### src/sv/rtt_pkg.sv
// Shared types and constants for the RTT retransmit timeout estimator.
package rtt_pkg;

   // Field and state widths
   localparam int unsigned SampleWidth = 24;
   localparam int unsigned WeightWidth = 16;
   localparam int unsigned StateWidth  = 40;
   localparam int unsigned HalfWidth   = 20;
   localparam int unsigned ProdWidth   = WeightWidth + HalfWidth;
   localparam int unsigned AccWidth    = 58;
   localparam int unsigned OutWidth    = 32;
   localparam int unsigned IndexWidth  = 3;

   // Weight register indexes
   localparam logic [IndexWidth-1:0] RegSmoothKeep   = 3'd0;
   localparam logic [IndexWidth-1:0] RegSmoothSample = 3'd1;
   localparam logic [IndexWidth-1:0] RegDevKeep      = 3'd2;
   localparam logic [IndexWidth-1:0] RegDevDiff      = 3'd3;
   localparam logic [IndexWidth-1:0] RegTimeoutSmooth = 3'd4;
   localparam logic [IndexWidth-1:0] RegTimeoutDev   = 3'd5;

   // Weight reset values, unsigned Q4.12
   localparam logic [WeightWidth-1:0] DefSmoothKeep    = 16'd3584;
   localparam logic [WeightWidth-1:0] DefSmoothSample  = 16'd512;
   localparam logic [WeightWidth-1:0] DefDevKeep       = 16'd3072;
   localparam logic [WeightWidth-1:0] DefDevDiff       = 16'd1024;
   localparam logic [WeightWidth-1:0] DefTimeoutSmooth = 16'd4096;
   localparam logic [WeightWidth-1:0] DefTimeoutDev    = 16'd16384;

   // Rounding constants for the accumulator
   localparam logic [AccWidth-1:0] RoundState   = 58'd2048;
   localparam logic [AccWidth-1:0] RoundTimeout = 58'd524288;

   // Input commands
   localparam logic CmdInit   = 1'b0;
   localparam logic CmdUpdate = 1'b1;

   typedef enum logic [3:0] {
      ST_IDLE,
      ST_SM_LO, ST_SM_HI, ST_SM_ACC, ST_SM_WR,
      ST_DV_LO, ST_DV_HI, ST_DV_ACC, ST_DV_WR,
      ST_TO_LO, ST_TO_HI, ST_TO_ACC, ST_TO_WR,
      ST_OUT_LD
   } state_type;

   // Which blend the shared multipliers work on
   typedef enum logic [1:0] {
      PH_SMOOTH,
      PH_DEV,
      PH_TIMEOUT
   } phase_type;

   typedef enum logic [1:0] {
      ACC_HOLD,
      ACC_LOAD_ROUND,
      ACC_ADD_LO,
      ACC_ADD_HI
   } acc_op_type;

   // Controller to datapath commands
   typedef struct packed {
      phase_type  phase;
      logic       half_hi;
      acc_op_type acc_op;
      logic       load_init;
      logic       load_sample;
      logic       wr_smooth;
      logic       wr_dev;
      logic       wr_timeout;
      logic       load_out;
   } cmd_type;

   // Datapath to controller status
   typedef struct packed {
      logic out_free;
   } status_type;

endpackage

### src/sv/rtt_ctrl.sv
// Sequencing controller for the RTT estimator.
module rtt_ctrl (
   input  logic               clock,
   input  logic               reset,
   input  logic               req_valid,
   input  logic               req_command,
   output logic               req_stall,
   input  rtt_pkg::status_type status,
   output rtt_pkg::cmd_type    cmd
);

   rtt_pkg::state_type state_ff;
   rtt_pkg::state_type state_in;
   logic               accept;

   assign accept = req_valid && (state_ff == rtt_pkg::ST_IDLE);

   // state register
   always_ff @(posedge clock) begin
      if (reset) begin
         state_ff <= rtt_pkg::ST_IDLE;
      end else begin
         state_ff <= state_in;
      end
   end

   // next state
   always_comb begin
      state_in = state_ff;
      unique case (state_ff)
         rtt_pkg::ST_IDLE: begin
            if (accept) begin
               state_in = (req_command == rtt_pkg::CmdInit) ? rtt_pkg::ST_OUT_LD
                                                            : rtt_pkg::ST_SM_LO;
            end
         end
         rtt_pkg::ST_SM_LO:  state_in = rtt_pkg::ST_SM_HI;
         rtt_pkg::ST_SM_HI:  state_in = rtt_pkg::ST_SM_ACC;
         rtt_pkg::ST_SM_ACC: state_in = rtt_pkg::ST_SM_WR;
         rtt_pkg::ST_SM_WR:  state_in = rtt_pkg::ST_DV_LO;
         rtt_pkg::ST_DV_LO:  state_in = rtt_pkg::ST_DV_HI;
         rtt_pkg::ST_DV_HI:  state_in = rtt_pkg::ST_DV_ACC;
         rtt_pkg::ST_DV_ACC: state_in = rtt_pkg::ST_DV_WR;
         rtt_pkg::ST_DV_WR:  state_in = rtt_pkg::ST_TO_LO;
         rtt_pkg::ST_TO_LO:  state_in = rtt_pkg::ST_TO_HI;
         rtt_pkg::ST_TO_HI:  state_in = rtt_pkg::ST_TO_ACC;
         rtt_pkg::ST_TO_ACC: state_in = rtt_pkg::ST_TO_WR;
         rtt_pkg::ST_TO_WR:  state_in = rtt_pkg::ST_OUT_LD;
         rtt_pkg::ST_OUT_LD: begin
            if (status.out_free) begin
               state_in = rtt_pkg::ST_IDLE;
            end
         end
         default: state_in = rtt_pkg::ST_IDLE;
      endcase
   end

   // outputs
   always_comb begin
      cmd             = '0;
      cmd.phase       = rtt_pkg::PH_SMOOTH;
      cmd.acc_op      = rtt_pkg::ACC_HOLD;
      req_stall       = (state_ff != rtt_pkg::ST_IDLE);
      unique case (state_ff)
         rtt_pkg::ST_IDLE: begin
            cmd.load_sample = accept;
            cmd.load_init   = accept && (req_command == rtt_pkg::CmdInit);
         end
         rtt_pkg::ST_SM_LO: begin
            cmd.acc_op = rtt_pkg::ACC_LOAD_ROUND;
         end
         rtt_pkg::ST_SM_HI: begin
            cmd.half_hi = 1'b1;
            cmd.acc_op  = rtt_pkg::ACC_ADD_LO;
         end
         rtt_pkg::ST_SM_ACC: cmd.acc_op = rtt_pkg::ACC_ADD_HI;
         rtt_pkg::ST_SM_WR:  cmd.wr_smooth = 1'b1;
         rtt_pkg::ST_DV_LO: begin
            cmd.phase  = rtt_pkg::PH_DEV;
            cmd.acc_op = rtt_pkg::ACC_LOAD_ROUND;
         end
         rtt_pkg::ST_DV_HI: begin
            cmd.phase   = rtt_pkg::PH_DEV;
            cmd.half_hi = 1'b1;
            cmd.acc_op  = rtt_pkg::ACC_ADD_LO;
         end
         rtt_pkg::ST_DV_ACC: begin
            cmd.phase  = rtt_pkg::PH_DEV;
            cmd.acc_op = rtt_pkg::ACC_ADD_HI;
         end
         rtt_pkg::ST_DV_WR: cmd.wr_dev = 1'b1;
         rtt_pkg::ST_TO_LO: begin
            cmd.phase  = rtt_pkg::PH_TIMEOUT;
            cmd.acc_op = rtt_pkg::ACC_LOAD_ROUND;
         end
         rtt_pkg::ST_TO_HI: begin
            cmd.phase   = rtt_pkg::PH_TIMEOUT;
            cmd.half_hi = 1'b1;
            cmd.acc_op  = rtt_pkg::ACC_ADD_LO;
         end
         rtt_pkg::ST_TO_ACC: begin
            cmd.phase  = rtt_pkg::PH_TIMEOUT;
            cmd.acc_op = rtt_pkg::ACC_ADD_HI;
         end
         rtt_pkg::ST_TO_WR:  cmd.wr_timeout = 1'b1;
         rtt_pkg::ST_OUT_LD: cmd.load_out = status.out_free;
         default: ;
      endcase
   end

endmodule

### src/sv/rtt_datapath.sv
// Weights, state, shared multipliers, accumulator and result register.
module rtt_datapath (
   input  logic                                clock,
   input  logic                                reset,
   input  logic                                csr_write_enable,
   input  logic [rtt_pkg::IndexWidth-1:0]      csr_index,
   input  logic [rtt_pkg::WeightWidth-1:0]     csr_write_data,
   input  logic [rtt_pkg::SampleWidth-1:0]     req_sample_rtt,
   input  logic                                rsp_stall,
   output logic                                rsp_valid,
   output logic [rtt_pkg::OutWidth-1:0]        rsp_timeout_value,
   output logic [rtt_pkg::OutWidth-1:0]        rsp_smoothed_rtt_out,
   output logic [rtt_pkg::OutWidth-1:0]        rsp_deviation_out,
   input  rtt_pkg::cmd_type                    cmd,
   output rtt_pkg::status_type                 status
);

   localparam int unsigned SW = rtt_pkg::StateWidth;
   localparam int unsigned HW = rtt_pkg::HalfWidth;
   localparam int unsigned WW = rtt_pkg::WeightWidth;
   localparam int unsigned PW = rtt_pkg::ProdWidth;
   localparam int unsigned AW = rtt_pkg::AccWidth;
   localparam int unsigned OW = rtt_pkg::OutWidth;

   // weight registers
   logic [WW-1:0] w_smooth_keep_ff, w_smooth_sample_ff, w_dev_keep_ff;
   logic [WW-1:0] w_dev_diff_ff, w_to_smooth_ff, w_to_dev_ff;

   // estimator state, Q32.8; the timeout is a whole number
   logic [SW-1:0] smooth_ff, dev_ff, diff_ff, sample_q_ff;
   logic [OW-1:0] timeout_ff;

   logic [PW-1:0] prod_a_ff, prod_b_ff;
   logic [AW-1:0] acc_ff;

   logic          rsp_valid_ff;
   logic [OW-1:0] rsp_timeout_ff, rsp_smooth_ff, rsp_dev_ff;

   logic [WW-1:0] wa, wb;
   logic [SW-1:0] opa, opb;
   logic [HW-1:0] opa_half, opb_half;
   logic [PW:0]   prod_sum;
   logic [AW-1:0] acc_in;
   logic [SW-1:0] sample_q, blend_sat, diff_in;
   logic [AW-13:0] blend_shift;
   logic [AW-21:0] to_shift;
   logic [OW-1:0] to_sat, smooth_us, dev_us;
   logic          out_free;

   // configuration writes; out-of-range indexes fall through
   always_ff @(posedge clock) begin
      if (reset) begin
         w_smooth_keep_ff   <= rtt_pkg::DefSmoothKeep;
         w_smooth_sample_ff <= rtt_pkg::DefSmoothSample;
         w_dev_keep_ff      <= rtt_pkg::DefDevKeep;
         w_dev_diff_ff      <= rtt_pkg::DefDevDiff;
         w_to_smooth_ff     <= rtt_pkg::DefTimeoutSmooth;
         w_to_dev_ff        <= rtt_pkg::DefTimeoutDev;
      end else if (csr_write_enable) begin
         unique case (csr_index)
            rtt_pkg::RegSmoothKeep:    w_smooth_keep_ff   <= csr_write_data;
            rtt_pkg::RegSmoothSample:  w_smooth_sample_ff <= csr_write_data;
            rtt_pkg::RegDevKeep:       w_dev_keep_ff      <= csr_write_data;
            rtt_pkg::RegDevDiff:       w_dev_diff_ff      <= csr_write_data;
            rtt_pkg::RegTimeoutSmooth: w_to_smooth_ff     <= csr_write_data;
            rtt_pkg::RegTimeoutDev:    w_to_dev_ff        <= csr_write_data;
            default: ;
         endcase
      end
   end

   // operand selection for the two multipliers
   always_comb begin
      unique case (cmd.phase)
         rtt_pkg::PH_SMOOTH: begin
            wa = w_smooth_keep_ff; opa = smooth_ff;
            wb = w_smooth_sample_ff; opb = sample_q_ff;
         end
         rtt_pkg::PH_DEV: begin
            wa = w_dev_keep_ff; opa = dev_ff;
            wb = w_dev_diff_ff; opb = diff_ff;
         end
         rtt_pkg::PH_TIMEOUT: begin
            wa = w_to_smooth_ff; opa = smooth_ff;
            wb = w_to_dev_ff; opb = dev_ff;
         end
         default: begin
            wa = w_smooth_keep_ff; opa = smooth_ff;
            wb = w_smooth_sample_ff; opb = sample_q_ff;
         end
      endcase
      opa_half = cmd.half_hi ? opa[SW-1:HW] : opa[HW-1:0];
      opb_half = cmd.half_hi ? opb[SW-1:HW] : opb[HW-1:0];
   end

   // 16x20 products, registered every cycle
   always_ff @(posedge clock) begin
      prod_a_ff <= PW'(wa) * PW'(opa_half);
      prod_b_ff <= PW'(wb) * PW'(opb_half);
   end

   assign prod_sum = {1'b0, prod_a_ff} + {1'b0, prod_b_ff};

   // accumulator
   always_comb begin
      acc_in = acc_ff;
      unique case (cmd.acc_op)
         rtt_pkg::ACC_HOLD:       acc_in = acc_ff;
         rtt_pkg::ACC_LOAD_ROUND: acc_in = (cmd.phase == rtt_pkg::PH_TIMEOUT)
                                           ? rtt_pkg::RoundTimeout : rtt_pkg::RoundState;
         rtt_pkg::ACC_ADD_LO:     acc_in = acc_ff + AW'(prod_sum);
         rtt_pkg::ACC_ADD_HI:     acc_in = acc_ff + AW'({prod_sum, {HW{1'b0}}});
         default:                 acc_in = acc_ff;
      endcase
   end

   always_ff @(posedge clock) begin
      acc_ff <= acc_in;
   end

   // rounding and saturation of the blended values
   assign sample_q    = {{(SW-rtt_pkg::SampleWidth-8){1'b0}}, req_sample_rtt, 8'd0};
   assign blend_shift = acc_ff[AW-1:12];
   assign blend_sat   = (|blend_shift[AW-13:SW]) ? {SW{1'b1}} : blend_shift[SW-1:0];
   assign diff_in     = (blend_sat >= sample_q_ff) ? blend_sat - sample_q_ff
                                                   : sample_q_ff - blend_sat;
   assign to_shift    = acc_ff[AW-1:20];
   assign to_sat      = (|to_shift[AW-21:OW]) ? {OW{1'b1}} : to_shift[OW-1:0];

   // state registers
   always_ff @(posedge clock) begin
      if (reset) begin
         smooth_ff <= '0;
         dev_ff    <= '0;
      end else if (cmd.load_init) begin
         smooth_ff <= sample_q;
         dev_ff    <= '0;
      end else begin
         if (cmd.wr_smooth) smooth_ff <= blend_sat;
         if (cmd.wr_dev)    dev_ff    <= blend_sat;
      end
   end

   always_ff @(posedge clock) begin
      if (cmd.load_sample) sample_q_ff <= sample_q;
      if (cmd.wr_smooth)   diff_ff     <= diff_in;
      if (cmd.load_init) begin
         timeout_ff <= OW'(req_sample_rtt);
      end else if (cmd.wr_timeout) begin
         timeout_ff <= to_sat;
      end
   end

   // Q32.8 to whole microseconds, ties up, saturated
   function automatic logic [rtt_pkg::OutWidth-1:0] to_micro(
      input logic [rtt_pkg::StateWidth-1:0] q
   );
      logic [rtt_pkg::StateWidth:0] sum;
      sum = {1'b0, q} + (rtt_pkg::StateWidth+1)'(128);
      return sum[rtt_pkg::StateWidth] ? {rtt_pkg::OutWidth{1'b1}}
                                      : sum[rtt_pkg::StateWidth-1:8];
   endfunction

   assign smooth_us = to_micro(smooth_ff);
   assign dev_us    = to_micro(dev_ff);

   // result register
   assign out_free        = !rsp_valid_ff || !rsp_stall;
   assign status.out_free = out_free;

   always_ff @(posedge clock) begin
      if (reset) begin
         rsp_valid_ff <= 1'b0;
      end else if (cmd.load_out) begin
         rsp_valid_ff <= 1'b1;
      end else if (!rsp_stall) begin
         rsp_valid_ff <= 1'b0;
      end
   end

   always_ff @(posedge clock) begin
      if (cmd.load_out) begin
         rsp_timeout_ff <= timeout_ff;
         rsp_smooth_ff  <= smooth_us;
         rsp_dev_ff     <= dev_us;
      end
   end

   assign rsp_valid            = rsp_valid_ff;
   assign rsp_timeout_value    = rsp_timeout_ff;
   assign rsp_smoothed_rtt_out = rsp_smooth_ff;
   assign rsp_deviation_out    = rsp_dev_ff;

endmodule

### src/sv/rtt_retransmit_timeout_estimator.sv
// RTT retransmit timeout estimator: one word in, one result word out.
// Update words pass three weighted blends before the next word can be accepted: each
// blend steps through LO, HI, ACC and WR states on two shared 16x20 multipliers.
// Initialise words skip the blends. Results appear in the cycle after the final load.
// A result waits in the output register; the next word is taken meanwhile.
// Synchronous reset clears smoothed RTT and deviation to zero and weights to defaults.
module rtt_retransmit_timeout_estimator (
   input  logic                                clock,
   input  logic                                reset,
   input  logic                                req_valid,
   output logic                                req_stall,
   input  logic                                req_command,
   input  logic [rtt_pkg::SampleWidth-1:0]     req_sample_rtt,
   output logic                                rsp_valid,
   input  logic                                rsp_stall,
   output logic [rtt_pkg::OutWidth-1:0]        rsp_timeout_value,
   output logic [rtt_pkg::OutWidth-1:0]        rsp_smoothed_rtt_out,
   output logic [rtt_pkg::OutWidth-1:0]        rsp_deviation_out,
   input  logic                                csr_write_enable,
   input  logic [rtt_pkg::IndexWidth-1:0]      csr_index,
   input  logic [rtt_pkg::WeightWidth-1:0]     csr_write_data
);

   rtt_pkg::cmd_type    cmd;
   rtt_pkg::status_type status;

   // sequencer
   rtt_ctrl u_ctrl (
      .clock       (clock),
      .reset       (reset),
      .req_valid   (req_valid),
      .req_command (req_command),
      .req_stall   (req_stall),
      .status      (status),
      .cmd         (cmd)
   );

   // arithmetic and storage
   rtt_datapath u_datapath (
      .clock                (clock),
      .reset                (reset),
      .csr_write_enable     (csr_write_enable),
      .csr_index            (csr_index),
      .csr_write_data       (csr_write_data),
      .req_sample_rtt       (req_sample_rtt),
      .rsp_stall            (rsp_stall),
      .rsp_valid            (rsp_valid),
      .rsp_timeout_value    (rsp_timeout_value),
      .rsp_smoothed_rtt_out (rsp_smoothed_rtt_out),
      .rsp_deviation_out    (rsp_deviation_out),
      .cmd                  (cmd),
      .status               (status)
   );

endmodule
### config.mk
export PLATFORM = sky130hd
export DESIGN_NAME = rtt_retransmit_timeout_estimator
export DESIGN_NICKNAME = d
export VERILOG_FILES = /design/src/sv/rtt_pkg.sv /design/src/sv/rtt_ctrl.sv /design/src/sv/rtt_datapath.sv /design/src/sv/rtt_retransmit_timeout_estimator.sv
export SDC_FILE = /design/constraint.sdc
export NUM_CORES = 2
export LEC_CHECK = 0
export ABC_AREA = 1
export BUFFER_PORTS_ARGS = -buffer_cell sky130_fd_sc_hd__buf_2
export CAP_MARGIN = 30
export CORE_MARGIN = 10
export CORE_UTILIZATION = 40
export CTS_BUF_LIST = sky130_fd_sc_hd__clkbuf_4 sky130_fd_sc_hd__clkbuf_8 sky130_fd_sc_hd__clkbuf_16
export CTS_CLUSTER_SIZE = 14
export DETAILED_ROUTE_END_ITERATION = 6
export HOLD_SLACK_MARGIN = 0.15
export PLACE_DENSITY = 0.64
export SYNTH_ARGS = -nofsm -noshare
export SYNTH_HDL_FRONTEND = slang
export SYNTH_HIERARCHICAL = 1
export SYNTH_SLANG_ARGS = --single-unit
### constraint.sdc
create_clock -name clock -period 13.2 [get_ports clock]
set_clock_uncertainty 0.05 [all_clocks]
set_input_delay 1.32 -clock clock [delete_from_list [all_inputs] [get_ports clock]]
set_output_delay 1.32 -clock clock [all_outputs]
set_load 0.03 [all_outputs]
After elaboration in Yosys (flattened, before gate mapping)
Index checks and enable logic that the tools add are counted.

storage, ports and cells
  register bits after elaboration = 503
  word-level logic and storage cells = 112
  bits of input ports = 49

operators by class
  $lt $le $gt $ge = 1
  reduce and logical (&&, ||, !) cells = 25
  multipliers = 2
  mux-type cells = 29
  equal/unequal tests = 26
  bitwise gates (word level) = 1
  $add $sub $neg = 7

operators by type and width
  operator                                                         number
  58-bit one-hot mux with 3 select lines                           1
  40-bit two-way mux                                               3
  32-bit two-way mux                                               3
  40-bit by 8-bit adder with 41-bit output, second input constant  2
  40-bit one-hot mux with 2 select lines                           1
  16-bit by 20-bit multiplier with 36-bit output                   2
  16-bit one-hot mux with 2 select lines                           2
  20-bit two-way mux                                               3
  58-bit by 37-bit adder with 58-bit output                        1
  58-bit by 57-bit adder with 58-bit output                        1
  4-bit one-hot mux with 14 select lines                           1
  24-bit two-way mux                                               2
  40-bit by 32-bit >= comparator with 1-bit output                 1
  32-bit by 40-bit subtractor with 40-bit output                   1
  40-bit by 32-bit subtractor with 40-bit output                   1
  36-bit by 36-bit adder with 37-bit output                        1
  4-bit == test, second input constant                             6
  4-bit by 3-bit == test with 1-bit output, second input constant  4
  3-bit OR reduction                                               5
  2-bit AND reduction                                              7
  4-bit two-way mux                                                3
  4-bit by 2-bit == test with 1-bit output, second input constant  2
  1-bit two-way mux                                                7
  2-bit == test, second input constant                             3
  other kinds (20)                                                 28

Longest topological paths before layout
  depth in word-level cells = 7
  depth in mapped cells = 34
  depth with buffers taken out = 32

Hierarchy
The synthesis kept the hierarchy.

by module, submodules not included
  module        area an instance (um2)  sequential area each (um2)  cells each  instances
  rtt_datapath  53455.0                 12411.9                     7351        1
  rtt_ctrl      332.8                   80.1                        53          1

Least setup slack after synthesis
Ideal clock, no wire load.

  kind = input to register
  start = input port rsp_stall
  end = register u_datapath.rsp_dev_ff[0] (netlist: u_datapath/rsp_deviation_out[0]) (enable)
  library setup time = 0.789 ns
  cell stages on the path = 3
  setup slack = 1.832 ns
  arrival time = 10.528 ns
  cell sequence = nand2_1 > inv_1 > nor4_1

RTL lines
  what                  RTL line                                RTL
  from (decl)           rtt_retransmit_timeout_estimator.sv:15  input logic rsp_stall,
  to (signal assigned)  rtt_datapath.sv:185                     rsp_dev_ff <= dev_us;
  to (decl)             rtt_datapath.sv:37                      logic [OW-1:0] rsp_timeout_ff, rsp_smooth_ff, rsp_dev_ff;

==> flow_metrics.tcl <==
set metrics [dict create \
    drive_gt1_share_pct 5.79 \
    grt_first_pass_wirelength_mm 309 \
    p_per_area_nw_per_um2 275 \
    synth_nets 8339 \
    critical_path.startpoint_type "flop" \
    fmax_mhz 102 \
    hold_buffers 0 \
    synth_top_area_cell "fa_1" \
    avgSynthCellArea_um2 7.26 \
    rsz0062_at_grt "no" \
    cts_tree "done" \
    cp_top_family "adder cells" \
    ys_warn_count 6 \
    fin_crit_ns 9.80 \
    clock_sinks 503 \
    cts_root_buffer "clkbuf_16" \
    leakagePower_uw 0.0286 \
    grt_max_degree 97 \
    cap_violations 0 \
    clock_latency_ns 0.70 \
    netlist_top_cells_count "nand2_1, inv_1, nor2_1, o21ai_0, fa_1" \
    cts_resized 0 \
    die_x_um 387 \
    period_share_pct 74.3 \
    async_flop_share_pct 0 \
    synth_area_um2 53800 \
    avgViaCountPerCell 5.42 \
    power_frac_seq_pct 14.5 \
    cp_max_fo 46 \
    fillers 13793 \
    cts_buffer_depth 3 \
    ir_drop_uv 199 \
    worstSetupPathType "reg -> reg" \
    power.total_uw 16100 \
    ys_ff_latch 503 \
    outcome "finished, final reports clean" \
    rr_startpoint "u_ctrl/state_ff[1]" \
    antenna_left 0 \
    routed_wl_mm 207 \
    swShare_pct 58.6 \
    min-delay-start "u_datapath/timeout_ff[16]" \
    setup_tns_ns 0 \
    worstPathArrival_ns 10.27 \
    grt_overflow 0 \
    end_kind "flop" \
    synth_top_flop_cell "dfxtp_1" \
    use_met1_pct 36.3 \
    post_cts_buffers 0 \
    power.switching_uw 9420 \
    yosys-top-cells-area "fa_1, edfxtp_1, nand2_1" \
    syn2layout_area_growth_pct 8.80 \
    hold_path_class "reg -> reg" \
    dp_hpwl_mm 171 \
    gr-usage-met3_pct 3.65 \
    grt_pass1_vias 48710 \
    cp-startpoint "u_ctrl/state_ff[1]" \
    first_iter_violations 4699 \
    io_pins 147 \
    p_int_uw 6650 \
    rows 134 \
    synth_seq_area_share_pct 23.2 \
    grt.met2_usage_pct 42.2 \
    clkTransAtPathRegs_ns 0.06 \
    grt_use_total_pct 26.7 \
    busiest_layer "met2" \
    core_um2 133000 \
    fin_cells 9311 \
    synth_most_common_cell "nand2_1" \
    crit_slowest_cell "clkinv_1" \
    die_h_um 387 \
    hold_viol 0 \
    synth_top_cell_area_share_pct 18.8 \
    syn_inst 7404 \
    grt_antenna_before_repair 8 \
    start_util_pct 40.3 \
    dieArea_um2 150000 \
    synth_edf_count 242 \
    required_ns 13.67 \
    power_frac_comb_pct 75.1 \
    layout.nets 8432 \
    clockPowerShare_pct 10.3 \
    drc_errors 0 \
    dr.pass1.iters 5 \
    dr_total_vias 50433 \
    cts-htree-levels 2 \
    crit_buf_inv 9 \
    worst_pin_slew_ns 1.11 \
    wire_per_inst_um 22.2 \
    gp_congestion 0.992 \
    max_stage_delay_ns 0.89 \
    place_inst 9206 \
    portBuffers 146 \
    cts_buffers 57 \
    max-slew-margin-rel_pct 26.0 \
    rrSetupSlack_ns 3.40 \
    report.final.slew_viol_count 0 \
    n_antenna_cell 0 \
    setup_viol 0 \
    netlist-cell-type-count 59 \
]
[registers in the layout, indices dropped and copies added (netlist names), 32 cells and up]
register and count:
u_datapath/rsp_deviation_out 32, u_datapath/rsp_timeout_value 32, u_datapath/timeout_ff 32, u_datapath/smooth_ff 40, u_datapath/dev_ff 40, u_datapath/prod_a_ff 36
u_datapath/diff_ff 40, u_datapath/acc_ff 58, u_datapath/rsp_smoothed_rtt_out 32, u_datapath/prod_b_ff 36
[final timing paths]
check | end | depth (start not counted)
max | u_datapath/prod_b_ff[26] | 28
min | u_datapath/rsp_timeout_value[16] | 0
max reg2reg | u_datapath/prod_b_ff[26] | 28
min reg2reg | u_datapath/rsp_timeout_value[16] | 0
[power by group through the flow]
stage,Sequential (µW),Combinational [µW],Clock (µW)
floorplan,2190,7860,0
global placement,2350,11800,0
detailed placement,2350,11800,0
CTS,2320,12000,1690
global route,2350,13300,1750
finish,2340,12100,1660
[metal layers]
metal | wire length [µm] | vias up | share of wire [%]
li1 | - | 23526 | -
met4 | 10100 | 8 | 4.9
met2 | 92200 | 2191 | 45
met5 | 55 | - | 0.027
met1 | 88400 | 24317 | 43
met3 | 15900 | 391 | 7.7
[layout by cell type, fill, tap and decap left out, drive strengths merged, types with 2 or more instances in the layout]
cell type	count
nor2	803
nand3b	21
xor2	98
inv	1363
fa	504
clkinv	39
a32oi	20
a21oi	477
buf	222
and2	2
o21a	17
xnor2	32
clkinvlp	3
bufinv	3
o21bai	21
nor4	14
a21o	23
o22ai	4
o211ai	31
a21boi	6
dfxtp	261
nand3	307
ha	382
nor3	85
edfxtp	242
clkbuf	77
a221oi	6
nand4	65
a221o	18
o21ai	530
nand2	1825
a31oi	7
or2	27
[cell type report]
type                       count  area, µm²  area share (%)
multi-input combinational   5333      35400            60.4
sequential                   503      12500            21.3
inverter                    1380       5180            8.86
tap                         1768       2210            3.78
clock buffer                  77       1650            2.83
timing repair buffer         222       1300            2.22
clock inverter                28        312           0.532
[cells by family after synthesis]
kind of cell / count (synthesis) / synth area share (%)
multiplexers: 1 / 0.0186
buffers and inverters: 1568 / 11.1
XOR/XNOR: 130 / 2.12
AND/OR/NAND/NOR: 3151 / 24.0
adder cells (fa/ha/maj): 886 / 27.6
flip-flops: 503 / 23.2
AO/OA/AOI/OAI: 1165 / 11.9
[metrics by stage]
step | setup slack (ns) | instance area (µm²) | util [%] | hold WS, ns
5_1_grt | 2.98 | 58500 | 43.8 | 0.372
3_5_place_dp | 3.66 | 56600 | 42.4 | 0.355
4_1_cts | 3.58 | 58500 | 43.8 | 0.369
2_1_floorplan | 1.83 | 53800 | - | 0.350
3_3_place_gp | 3.61 | 56500 | 42.3 | 0.351
6_report | 3.40 | 58500 | 43.8 | 0.368
Note: power is estimated with default switching activity, not from simulation.
